### src/sv/citt_pkg.sv
// ----------------------------------------------------------------------------
// citt_pkg
// Types and codes shared by the connection aging table.
// ----------------------------------------------------------------------------
package citt_pkg;
	localparam logic [1:0] MODE_ADD    = 2'd0;
	localparam logic [1:0] MODE_REMOVE = 2'd1;
	localparam logic [1:0] MODE_PAUSE  = 2'd2;
	localparam logic [1:0] MODE_SWEEP  = 2'd3;

	localparam logic [2:0] ST_ADDED    = 3'd0;
	localparam logic [2:0] ST_REFRESH  = 3'd1;
	localparam logic [2:0] ST_FULL     = 3'd2;
	localparam logic [2:0] ST_DONE     = 3'd3;
	localparam logic [2:0] ST_ABSENT   = 3'd4;
	localparam logic [2:0] ST_EXPIRED  = 3'd5;
	localparam logic [2:0] ST_NONE     = 3'd6;

	localparam logic REG_TIMEOUT = 1'b0;
	localparam logic REG_MAX     = 1'b1;
endpackage

### src/sv/connection_idle_timeout_table_unit.sv
// Add, remove and pause give one result, after the FIND and APPLY states.
// Sweep gives expired ids one at a time, oldest first, then ends.
// A new command is taken only when the unit is idle (busy low).
// The row of cells compares every entry in parallel; on a drop the entries behind it shift one step.
// Reset clears all valid bits and the count at once; no clearing pass.
// Results cannot be stalled.
module connection_idle_timeout_table_unit #(
	parameter int CAPACITY = 32,
	parameter int ID_BITS  = 16
) (
	input  logic        clk,
	input  logic        arst_n,
	input  logic        start,
	output logic        busy,
	input  logic [1:0]  mode,
	input  logic [15:0] conn_id,
	input  logic [31:0] now_seconds,
	input  logic        cfg_valid,
	output logic        cfg_ready,
	input  logic        cfg_index,
	input  logic [15:0] cfg_data,
	output logic        done,
	output logic [2:0]  status,
	output logic [15:0] result_id,
	output logic [5:0]  occupancy,
	output logic        last
);
	localparam int CW = $clog2(CAPACITY + 1);

	typedef enum logic [2:0] {S_IDLE, S_FIND, S_APPLY, S_SWEEP, S_EMIT} state_t;
	state_t state_q;

	logic [15:0]        timeout_q;
	logic [5:0]         max_q;
	logic [1:0]         mode_q;
	logic [ID_BITS-1:0] key_q;
	logic [15:0]        req_id_q;
	logic [31:0]        now_q;
	logic [CW-1:0]      count_q;
	logic [5:0]         nrep_q;
	logic [CW-1:0]      pos_q;
	logic               found_q;

	logic [CAPACITY-1:0]       c_valid, c_aging, c_hit, c_exp, c_shift, c_load, c_pause;
	logic [ID_BITS-1:0]        c_id  [CAPACITY];
	logic [31:0]               c_expv[CAPACITY];
	logic [CAPACITY-1:0]       drop_sel, pre;
	logic                      any_hit, any_exp, do_drop, do_load, do_pause;
	logic [CW-1:0]             hit_pos, exp_pos, drop_pos, load_pos;
	logic [ID_BITS-1:0]        drop_id;
	logic [32:0]               exp_sum;
	logic [31:0]               new_exp;
	logic [ID_BITS-1:0]        load_id;
	logic [CW-1:0]             limit;

	assign exp_sum = {1'b0, now_q} + {17'd0, timeout_q};
	assign new_exp = exp_sum[32] ? 32'hFFFF_FFFF : exp_sum[31:0];
	assign limit   = ({2'b00, max_q} < 8'(CAPACITY)) ? CW'(max_q) : CW'(CAPACITY);

	always_comb begin
		any_hit = 1'b0;
		any_exp = 1'b0;
		hit_pos = '0;
		exp_pos = '0;
		for (int i = CAPACITY - 1; i >= 0; i--) begin
			if (c_hit[i]) begin
				any_hit = 1'b1;
				hit_pos = CW'(i);
			end
			if (c_exp[i]) begin
				any_exp = 1'b1;
				exp_pos = CW'(i);
			end
		end
	end

	// drop decided in APPLY or SWEEP; pause and load only in APPLY
	always_comb begin
		do_drop  = 1'b0;
		do_pause = 1'b0;
		do_load  = 1'b0;
		drop_pos = pos_q;
		load_pos = count_q;
		if (state_q == S_APPLY) begin
			case (mode_q)
				citt_pkg::MODE_ADD: begin
					do_drop = found_q;
					do_load = found_q || (count_q < limit);
					load_pos = found_q ? count_q - CW'(1) : count_q;
				end
				citt_pkg::MODE_REMOVE: do_drop = found_q;
				citt_pkg::MODE_PAUSE:  do_pause = found_q;
				default: ;
			endcase
		end else if (state_q == S_SWEEP) begin
			do_drop  = any_exp && (nrep_q < 6'd32);
			drop_pos = exp_pos;
		end
	end

	assign load_id = key_q;
	always_comb begin
		for (int i = 0; i < CAPACITY; i++) begin
			drop_sel[i] = do_drop && (CW'(i) == drop_pos);
			pre[i]      = do_drop && (CW'(i) >= drop_pos);
			c_shift[i]  = pre[i];
			c_load[i]   = do_load && (CW'(i) == load_pos);
			c_pause[i]  = do_pause && (CW'(i) == pos_q);
		end
	end

	always_comb begin
		drop_id = '0;
		for (int i = 0; i < CAPACITY; i++)
			if (drop_sel[i]) drop_id = c_id[i];
	end

	for (genvar g = 0; g < CAPACITY; g++) begin : g_cell
		logic               nv, na;
		logic [ID_BITS-1:0] ni;
		logic [31:0]        ne;
		if (g == CAPACITY - 1) begin : g_end
			assign nv = 1'b0;
			assign na = 1'b0;
			assign ni = c_id[g];
			assign ne = c_expv[g];
		end else begin : g_mid
			assign nv = c_valid[g+1];
			assign na = c_aging[g+1];
			assign ni = c_id[g+1];
			assign ne = c_expv[g+1];
		end
		citt_cell #(.ID_BITS(ID_BITS)) u_cell (
			.clk(clk), .arst_n(arst_n),
			.shift(c_shift[g]), .load(c_load[g]), .pause(c_pause[g]),
			.load_id(load_id), .load_exp(new_exp),
			.nxt_valid(nv), .nxt_aging(na), .nxt_id(ni), .nxt_exp(ne),
			.key(key_q), .now(now_q),
			.valid(c_valid[g]), .aging(c_aging[g]), .id(c_id[g]), .expiry(c_expv[g]),
			.hit(c_hit[g]), .expired(c_exp[g])
		);
	end

	assign busy      = (state_q != S_IDLE);
	assign cfg_ready = (state_q == S_IDLE);

	always_ff @(posedge clk or negedge arst_n) begin
		if (!arst_n) begin
			state_q   <= S_IDLE;
			timeout_q <= 16'd60;
			max_q     <= 6'd32;
			count_q   <= '0;
			done      <= 1'b0;
			last      <= 1'b0;
			status    <= citt_pkg::ST_ADDED;
			result_id <= '0;
			occupancy <= '0;
			nrep_q    <= '0;
			found_q   <= 1'b0;
			pos_q     <= '0;
			mode_q    <= citt_pkg::MODE_ADD;
			key_q     <= '0;
			req_id_q  <= '0;
			now_q     <= '0;
		end else begin
			done <= 1'b0;
			last <= 1'b0;
			if (cfg_valid && cfg_ready) begin
				if (cfg_index == citt_pkg::REG_TIMEOUT) timeout_q <= cfg_data;
				else max_q <= cfg_data[5:0];
			end
			case (state_q)
				S_IDLE: if (start) begin
					mode_q   <= mode;
					key_q    <= ID_BITS'(conn_id);
					req_id_q <= 16'(ID_BITS'(conn_id));
					now_q    <= now_seconds;
					nrep_q   <= '0;
					state_q  <= (mode == citt_pkg::MODE_SWEEP) ? S_SWEEP : S_FIND;
				end
				S_FIND: begin
					found_q <= any_hit;
					pos_q   <= hit_pos;
					state_q <= S_APPLY;
				end
				S_APPLY: begin
					done      <= 1'b1;
					last      <= 1'b1;
					result_id <= req_id_q;
					state_q   <= S_IDLE;
					occupancy <= 6'(count_q);
					case (mode_q)
						citt_pkg::MODE_ADD: begin
							if (found_q) status <= citt_pkg::ST_REFRESH;
							else if (count_q < limit) begin
								status    <= citt_pkg::ST_ADDED;
								count_q   <= count_q + CW'(1);
								occupancy <= 6'(count_q + CW'(1));
							end else status <= citt_pkg::ST_FULL;
						end
						citt_pkg::MODE_REMOVE: begin
							if (found_q) begin
								status    <= citt_pkg::ST_DONE;
								count_q   <= count_q - CW'(1);
								occupancy <= 6'(count_q - CW'(1));
							end else status <= citt_pkg::ST_ABSENT;
						end
						default: status <= found_q ? citt_pkg::ST_DONE : citt_pkg::ST_ABSENT;
					endcase
				end
				S_SWEEP: begin
					if (do_drop) begin
						status    <= citt_pkg::ST_EXPIRED;
						result_id <= 16'(drop_id);
						count_q   <= count_q - CW'(1);
						occupancy <= 6'(count_q - CW'(1));
						nrep_q    <= nrep_q + 6'd1;
						state_q   <= S_EMIT;
					end else if (nrep_q == '0) begin
						done      <= 1'b1;
						last      <= 1'b1;
						status    <= citt_pkg::ST_NONE;
						result_id <= req_id_q;
						occupancy <= 6'(count_q);
						state_q   <= S_IDLE;
					end else state_q <= S_IDLE;
				end
				S_EMIT: begin
					done    <= 1'b1;
					// last when no further expired entry can be taken
					last    <= !(any_exp && (nrep_q < 6'd32));
					state_q <= (any_exp && (nrep_q < 6'd32)) ? S_SWEEP : S_IDLE;
				end
				default: state_q <= S_IDLE;
			endcase
		end
	end
endmodule

### src/sv/citt_cell.sv
// ----------------------------------------------------------------------------
// citt_cell
// One position of the arrival-ordered queue. Entries compact toward the
// head; a cell takes its neighbor's contents when it or a cell before it
// is dropped, and loads a new entry when it is the first free cell.
// ----------------------------------------------------------------------------
module citt_cell #(
	parameter int ID_BITS = 16
) (
	input  logic               clk,
	input  logic               arst_n,
	input  logic               shift,     // take contents of next cell
	input  logic               load,      // write new entry
	input  logic               pause,     // clear aging flag
	input  logic [ID_BITS-1:0] load_id,
	input  logic [31:0]        load_exp,
	input  logic               nxt_valid,
	input  logic               nxt_aging,
	input  logic [ID_BITS-1:0] nxt_id,
	input  logic [31:0]        nxt_exp,
	input  logic [ID_BITS-1:0] key,
	input  logic [31:0]        now,
	output logic               valid,
	output logic               aging,
	output logic [ID_BITS-1:0] id,
	output logic [31:0]        expiry,
	output logic               hit,
	output logic               expired
);
	logic               valid_q, aging_q;
	logic [ID_BITS-1:0] id_q;
	logic [31:0]        exp_q;

	always_ff @(posedge clk or negedge arst_n) begin
		if (!arst_n) begin
			valid_q <= 1'b0;
			aging_q <= 1'b0;
		end else if (load) begin
			valid_q <= 1'b1;
			aging_q <= 1'b1;
		end else if (shift) begin
			valid_q <= nxt_valid;
			aging_q <= nxt_aging;
		end else if (pause) begin
			aging_q <= 1'b0;
		end
	end

	always_ff @(posedge clk) begin
		if (load) begin
			id_q  <= load_id;
			exp_q <= load_exp;
		end else if (shift) begin
			id_q  <= nxt_id;
			exp_q <= nxt_exp;
		end
	end

	assign valid   = valid_q;
	assign aging   = aging_q;
	assign id      = id_q;
	assign expiry  = exp_q;
	assign hit     = valid_q && (id_q == key);
	assign expired = valid_q && aging_q && (exp_q < now);
endmodule

### config.mk
export PLATFORM = sky130hd
export DESIGN_NAME = connection_idle_timeout_table_unit
export DESIGN_NICKNAME = d
export VERILOG_FILES = /design/src/sv/citt_pkg.sv /design/src/sv/connection_idle_timeout_table_unit.sv /design/src/sv/citt_cell.sv
export SDC_FILE = /design/constraint.sdc
export NUM_CORES = 2
export LEC_CHECK = 0
export BUFFER_PORTS_ARGS = -buffer_cell sky130_fd_sc_hd__clkbuf_2
export CORE_MARGIN = 10
export CORE_UTILIZATION = 60
export DETAILED_ROUTE_END_ITERATION = 12
export HOLD_SLACK_MARGIN = 0.02
export PLACE_DENSITY = 0.76
export SKIP_CTS_REPAIR_TIMING = 1
export SLEW_MARGIN = 20
export SYNTH_ARGS = -nofsm -noshare
export SYNTH_HDL_FRONTEND = slang
export SYNTH_HIERARCHICAL = 1
export SYNTH_SLANG_ARGS = --single-unit
### constraint.sdc
create_clock -name clk -period 17.2 [get_ports clk]
set_clock_uncertainty 0.2 [all_clocks]
set_input_delay 0 -clock clk [delete_from_list [all_inputs] [get_ports clk]]
set_output_delay 0 -clock clk [all_outputs]
set_load 0.02 [all_outputs]
Word level (Yosys, flattened, before mapping)
Cells that the tools add are included.
{"block": "op_classes", "addsub": 4, "mul": 0, "div": 0, "n_lt_le_gt_ge": 67, "eq_ne": 135, "shifts": 0, "n_mux": 488, "bitwise": 1, "reduce_logical": 309}
{"op": "$mux 32", "n": 63}
{"op": "$mux 16", "n": 96}
{"op": "$lt 32x32->1", "n": 32}
{"op": "$eq 16x16->1", "n": 32}
{"op": "$mux 6", "n": 75}
{"op": "$eq 5x6->1 const A", "n": 48}
{"op": "$mux 1", "n": 233}
{"op": "$logic_and 1x1->1", "n": 226}
{"op": "$eq 4x6->1 const A", "n": 24}
{"op": "$reduce_bool 3->1", "n": 33}
{"op": "$ge 5x6->1 const A", "n": 16}
{"op": "$eq 3x6->1 const A", "n": 12}
{"op": "$reduce_bool 2->1", "n": 34}
{"op": "$ge 4x6->1 const A", "n": 8}
{"op": "$pmux 6 s2", "n": 4}
{"op": "$eq 2x6->1 const A", "n": 6}
{"op": "$add 32x16->33", "n": 1}
{"op": "$pmux 16 s2", "n": 1}
{"op": "$ge 3x6->1 const A", "n": 4}
{"op": "$logic_not 6->1", "n": 4}
{"op": "$eq 1x6->1 const A", "n": 3}
{"op": "$mux 3", "n": 6}
{"op": "$add 6x1->6 const B", "n": 2}
{"op": "$ge 1x6->1 const A", "n": 2}
{"op": "other kinds (25)", "n": 39}
{"block": "totals", "register_bits": 1721, "latchBits": 0, "ram_bits": 0, "romBits": 0, "out_inout_bits": 29, "wordCells": 1147, "mem_count": 0}

Longest topological paths before layout
{"block": "depth", "word_depth": 72, "mapped_depth": 22, "mapped_depth_nobuf": 21}

Modules after synthesis
Netlist, hierarchy kept.
{"module": "citt_cell (g_cell[0].u_cell ...)", "instances": 31, "cells_each": 246, "area_per_inst_um2": 3055.4, "seq_area_each_um2": 1491.4}
{"module": "connection_idle_timeout_table_unit", "instances": 1, "cells_each": 1967, "area_per_inst_um2": 13748.2, "seq_area_each_um2": 3009.1}
{"module": "citt_cell (g_cell[23].u_cell)", "instances": 1, "cells_each": 248, "area_per_inst_um2": 3052.9, "seq_area_each_um2": 1491.4}

Least setup slack after synthesis
OpenSTA, ideal clock, no wires.
{"block": "synth_timing", "path_kind": "register to register", "start": "register now_q[17]", "end": "register g_cell[20].u_cell.exp_q[0], enable pin", "setup_ns": 0.384, "t_arrival_ns": 5.215, "t_required_ns": 16.616, "setup_slack_ns": 11.400, "stages_incl_launch_ff": 17, "n_path_buf": 2, "period_less_slack_ns": 5.800, "path_cell_list": "dfrtp_1 -> inv_1 -> ha_1 -> a21oi_1 -> o21ai_0 -> a221oi_1 -> o2111ai_1 -> a21oi_1 -> or4_1 -> buf_2 -> or4_4 -> o41a_1 -> nor3_4 -> nand2_2 -> clkbuf_1 -> o21ai_0 -> or2_2"}
{"item": "from (decl)", "line_no": "connection_idle_timeout_table_unit.sv:38", "text": "logic [31:0] now_q;"}
{"item": "from (signal assigned)", "line_no": "connection_idle_timeout_table_unit.sv:177", "text": "now_q <= now_seconds;"}
{"item": "$lt 32x32->1 *", "line_no": "citt_cell.sv:64", "text": "assign expired = valid_q && aging_q && (exp_q < now);"}
{"item": "$logic_and 1x1->1 *", "line_no": "citt_cell.sv:64"}
{"item": "via c_exp[1]", "line_no": "connection_idle_timeout_table_unit.sv:44", "text": "logic [CAPACITY-1:0] c_valid, c_aging, c_hit, c_exp, c_shift, c_load, c_pause;"}
{"item": "$mux 6 or $mux 1 (tied branches) (2 in series)", "line_no": "connection_idle_timeout_table_unit.sv:70", "text": "if (c_exp[i]) begin"}
{"item": "$mux 6 or $logic_and 1x1->1 (tied branches)", "line_no": "connection_idle_timeout_table_unit.sv:95, connection_idle_timeout_table_unit.sv:96"}
{"item": "$mux 6 or $mux 1 (tied branches)", "line_no": "connection_idle_timeout_table_unit.sv:84, connection_idle_timeout_table_unit.sv:95"}
{"item": "$ge 5x6->1 or $mux 1 (tied branches)", "line_no": "connection_idle_timeout_table_unit.sv:105, connection_idle_timeout_table_unit.sv:84"}
{"item": "$logic_and 1x1->1 *", "line_no": "connection_idle_timeout_table_unit.sv:105", "text": "pre[i] = do_drop && (CW'(i) >= drop_pos);"}
{"item": "via c_shift[20]", "line_no": "connection_idle_timeout_table_unit.sv:44"}
{"item": "$reduce_bool 2->1 (no line) *"}
{"item": "to (signal assigned)", "line_no": "citt_cell.sv:52", "text": "exp_q <= load_exp;"}
{"item": "to (signal assigned)", "line_no": "citt_cell.sv:55", "text": "exp_q <= nxt_exp;"}
{"item": "to (decl)", "line_no": "citt_cell.sv:32", "text": "logic [31:0] exp_q;"}
Mark *: on every way through the listed nets, which the timed path passes. The rest lies on a longest branch.
A chain may end at the register's enable or synchronous reset.

Worst setup path in the final report
{"block": "layout_timing", "start": "register now_q[2]", "end": "register g_cell[18].u_cell.exp_q[0], enable pin"}
{"item": "$lt 32x32->1 *", "line_no": "citt_cell.sv:64"}
{"item": "$logic_and 1x1->1 *", "line_no": "citt_cell.sv:64"}
{"item": "via c_exp[4]", "line_no": "connection_idle_timeout_table_unit.sv:44"}
{"item": "$mux 6 or $mux 1 (tied branches) (5 in series)", "line_no": "connection_idle_timeout_table_unit.sv:70"}
{"item": "$mux 6 or $logic_and 1x1->1 (tied branches)", "line_no": "connection_idle_timeout_table_unit.sv:95, connection_idle_timeout_table_unit.sv:96"}
{"item": "$mux 6 or $mux 1 (tied branches)", "line_no": "connection_idle_timeout_table_unit.sv:84, connection_idle_timeout_table_unit.sv:95"}
{"item": "$ge 5x6->1 or $mux 1 (tied branches)", "line_no": "connection_idle_timeout_table_unit.sv:105, connection_idle_timeout_table_unit.sv:84"}
{"item": "$logic_and 1x1->1 *", "line_no": "connection_idle_timeout_table_unit.sv:105"}
{"item": "via c_shift[18]", "line_no": "connection_idle_timeout_table_unit.sv:44"}
{"item": "$reduce_bool 2->1 (no line) *"}
{"item": "to (signal assigned)", "line_no": "citt_cell.sv:52"}
{"item": "to (signal assigned)", "line_no": "citt_cell.sv:55"}
{"item": "to (decl)", "line_no": "citt_cell.sv:32"}
Marks and branches as above.

==> summary.md <==
| Metric | Value |
|---|---|
| Post-synth EDFFs | `1,536` |
| Initial Util | `0.6027` |
| Max frequency | `109.5 MHz` |
| #FFs+latches synth | `1,720` |
| IO Count | `100` |
| Worst-Margin Slew | `1.094 ns` |
| Syn_area_per_cell | `11.33 um^2` |
| Pwr Density | `156.1 nW/um^2` |
| Mux share of post-synthesis cell area | `0.1673` |
| Antenna violations before repair | `1` |
| Outcome | `completed` |
| CP Max Fanout | `32` |
| R2R cell count | `20` |
| Synth area leader | `edfxtp_1` |
| CTS max path bufs | `3` |
| Max Cap Viol | `0` |
| Simple-Gate Fraction of Synth Area | `0.08690` |
| WHS Path Cells | `6` |
| Highest metal used | `met5` |
| Pwr Total | `19.29 mW` |
| Worst endpoint required time | `17.55 ns` |
| Vias post-DR | `82,720` |
| Synth Flop Type | `edfxtp_1` |
| Met2 wire len | `150,700 um` |
| Height of the die | `451.1 um` |
| Number of core rows | `158` |
| Setup Viol. Count Final | `0` |
| Total CTS buffers | `186` |
| Hold_sp | `mode[1]` |
| Post-Synthesis Cells | `9,841` |
| Routability cong. | `0.9899` |
| HPWL after detailed placement | `228,700 um` |
| Largest family of logic cells by synthesized area | `multiplexers` |
| Top-count cell post-synth | `mux2_2` |
| Worst path cell trace | `buf_4, inv_1, ha_1, nand2_1, o21ai_0, a211oi_1, o21ai_0, a21oi_1, or4_1, nor4_1, a21oi_1, buf_4, nand2_1, inv_1, a31oi_2, inv_1, nand2_1, o21ai_0, or2_2, buf_4` |
| Synth Area in Compound Gates | `0.08624` |
| Netlist Area Pre-Place | `111,500 um^2` |
| Drt first pass iters | `10` |
| Drt first-iter violations | `8,942` |
| Met1 wire length | `122,400 um` |
| WHS Endpoint | `state_q[1]$_DFFE_PN0P_` |
| Share of cells above drive strength 1 | `0.2282` |
| Total wire length | `320,900 um` |
| Crit path DAT | `9.48 ns` |
| # nets final | `11,290` |
| Placed Cells | `12,290` |
| Die ar. | `203,500 um^2` |
| Final period util | `0.5310` |
| Startpoint types | `flop` |
| Core Region | `185,000 um^2` |
| Critical path type | `flop to flop` |
| CTS root buffer | `clkbuf_16` |
| Vias per cell | `6.446` |
| Worst Hold Class | `primary input to flop` |
| Reg-to-reg endpoint | `g_cell[18].u_cell/expiry[0]$_DFFE_PP_` |
| Synth Area in XOR/XNOR | `0.04233` |
| Number of global-route vias before repair | `84,020` |
| PortBufs | `99` |
| Post-Synth Adder-Cell Area | `0.1143` |
| Die width | `451.1 um` |
| DRT antenna net count | `0` |
| Post-synth top area share | `0.4136` |
| Seq/Total Area, Yosys | `0.4549` |
| Post-synthesis cell type count | `93` |
| Min cycle time layout | `9.133 ns` |
| Total Neg Setup Slack | `0 ns` |
| R2R setup slack | `8.07 ns` |
| Post-route non-filler standard cell count | `12,830` |
| CP max-delay cell | `nor4_1` |
| First-pass GRT wire length | `484,200 um` |
| Rel. slew slack | `0.2627` |
| Largest net degree at the start of global routing | `107` |
| Top cells by count, synth | `1,614 x mux2_2, 1,536 x edfxtp_1, 1,030 x inv_1` |
| Critical path endpoint category | `flop` |
| RSZ-0062 raised after global routing | `false` |
| Dominant cells by area after synthesis | `edfxtp_1 41%, mux2_2 16%, ha_1 11%, dfrtp_1 4.0%, inv_1 3.5%` |
| Clk_lat worst skew | `0.85 ns` |
| Max Slew Vio Count | `0` |
| Clock H-tree levels | `4` |
| Area delta synth->final | `10.78%` |
| Fin. Hold Viols | `0` |
| IR drop worst, VDD | `0.3397 mV` |
| Clk slew on worst S/H paths | `0.06 ns` |
| Sink Count | `1,720` |
| CTS tree | `yes` |
| Number of diodes | `0` |
| Synth warnings | `6` |
| DRC viols | `0` |
| Leak | `48.16 nW` |
| GRT Total Usage | `0.2996` |
| Filler instances | `13,480` |
| RR Startpoint | `now_q[2]$_DFFE_PN0P_` |
| Wire length on met3 | `31,370 um` |
| Drt wl/cell | `25.00 um` |
| Crit path largest cell delay | `0.76 ns` |
| Asr flop ratio synth | `0.1070` |
| Grt ovf | `0` |
stage by stage:
step / cell area [um^2] / setup slack [ns] / hold WS [ns] / util
after floorplan: 111500 / 11.40 / -0.4956 / -
after global routing: 123500 / 7.968 / 0.06915 / 0.6676
after CTS: 121500 / 8.455 / -1.070 / 0.6566
final: 123500 / 8.067 / 0.01589 / 0.6676
after detailed placement: 115700 / 8.498 / -0.1745 / 0.6251
after global placement: 115600 / 8.047 / -0.1826 / 0.6248
where the power goes:
| group | switching (mW) | internal (mW) |
|---|---|---|
| Combinational | 6.18 | 3.14 |
| Sequential | 0.600 | 5.44 |
| Clock | 1.70 | 2.22 |
| Total | 8.48 | 10.8 |
how the worst max path moves through the flow:
stage | startpoint | to | cells past startpoint
after floorplan | now_q[17]$_DFFE_PN0P_ | g_cell[20].u_cell/expiry[0]$_DFFE_PP_ | 16
after global placement | now_q[7]$_DFFE_PN0P_ | g_cell[29].u_cell/expiry[1]$_DFFE_PP_ | 19
after detailed placement | now_q[2]$_DFFE_PN0P_ | g_cell[18].u_cell/expiry[0]$_DFFE_PP_ | 20
after CTS | now_q[2]$_DFFE_PN0P_ | g_cell[18].u_cell/expiry[0]$_DFFE_PP_ | 20
after global routing | now_q[2]$_DFFE_PN0P_ | g_cell[18].u_cell/expiry[26]$_DFFE_PP_ | 20
final | now_q[2]$_DFFE_PN0P_ | g_cell[18].u_cell/expiry[0]$_DFFE_PP_ | 20
cell type report:
| cell class | count | area (um^2) | share of cell area |
|---|---|---|---|
| Inverter | 1033 | 3877 | 0.03139 |
| Clock buffer | 283 | 5381 | 0.04356 |
| Multi-Input combinational cell | 6759 | 55920 | 0.4526 |
| Tap cell | 2480 | 3103 | 0.02512 |
| Sequential cell | 1720 | 50750 | 0.4108 |
| Timing Repair Buffer | 497 | 4056 | 0.03283 |
| Clock inverter | 62 | 450.4 | 0.003646 |
routing by layer:
metal / up-vias / GRT usage
li1: 36810 / -
met1: 40620 / 0.3799
met2: 4280 / 0.4881
met3: 1004 / 0.06620
met4: 2 / 0.1404
met5: - / 0
cell usage in the layout (no fill, tap or decap), drive strengths merged, types with 21 or more instances in the layout:
cell         count
nand4          140
clkbuf         381
nand2          760
dlygate4sd3    197
a21oi          590
o211ai          22
a221o           38
inv           1038
nand3          103
o31ai           21
nor3            63
a211o           34
dfrtp          179
mux2          1614
nor4            82
o22ai           25
ha            1017
mux2i           23
and4           127
nor2           488
xnor2          396
clkinv          51
o2111ai         37
or2             34
o21ai          437
xor2           143
a221oi          52
nor2b          106
edfxtp        1536
a211oi         118
buf            202
a31oi           45
cell families after synthesis:
group                      after synthesis
AOI/OAI and AO/OA                     1574
muxes                                 1648
buffers and inverters                 1363
other                                    1
adders and majority gates             1018
DFF                                   1720
and+or+nand+nor                       1978
xor gates and xnor gates               539
flip-flops by register name, indices dropped and copies added, names as in the netlist, 16 cells and up:
signal,count
g_cell.u_cell/expiry,1024
g_cell.u_cell/id,512
g_cell.u_cell/aging,32
g_cell.u_cell/valid,32
now_q,32
req_id_q,16
result_id,16
timeout_q,16
worst max-delay path, delay by kind of cell (launching register included):
family	cells	cell delay, ns
buf+inv	6	2.14
flops	1	0.47
simple gates	6	2.99
compound gates	7	2.66
fa+ha+maj	1	0.31
(Power assumes the default switching activity.)
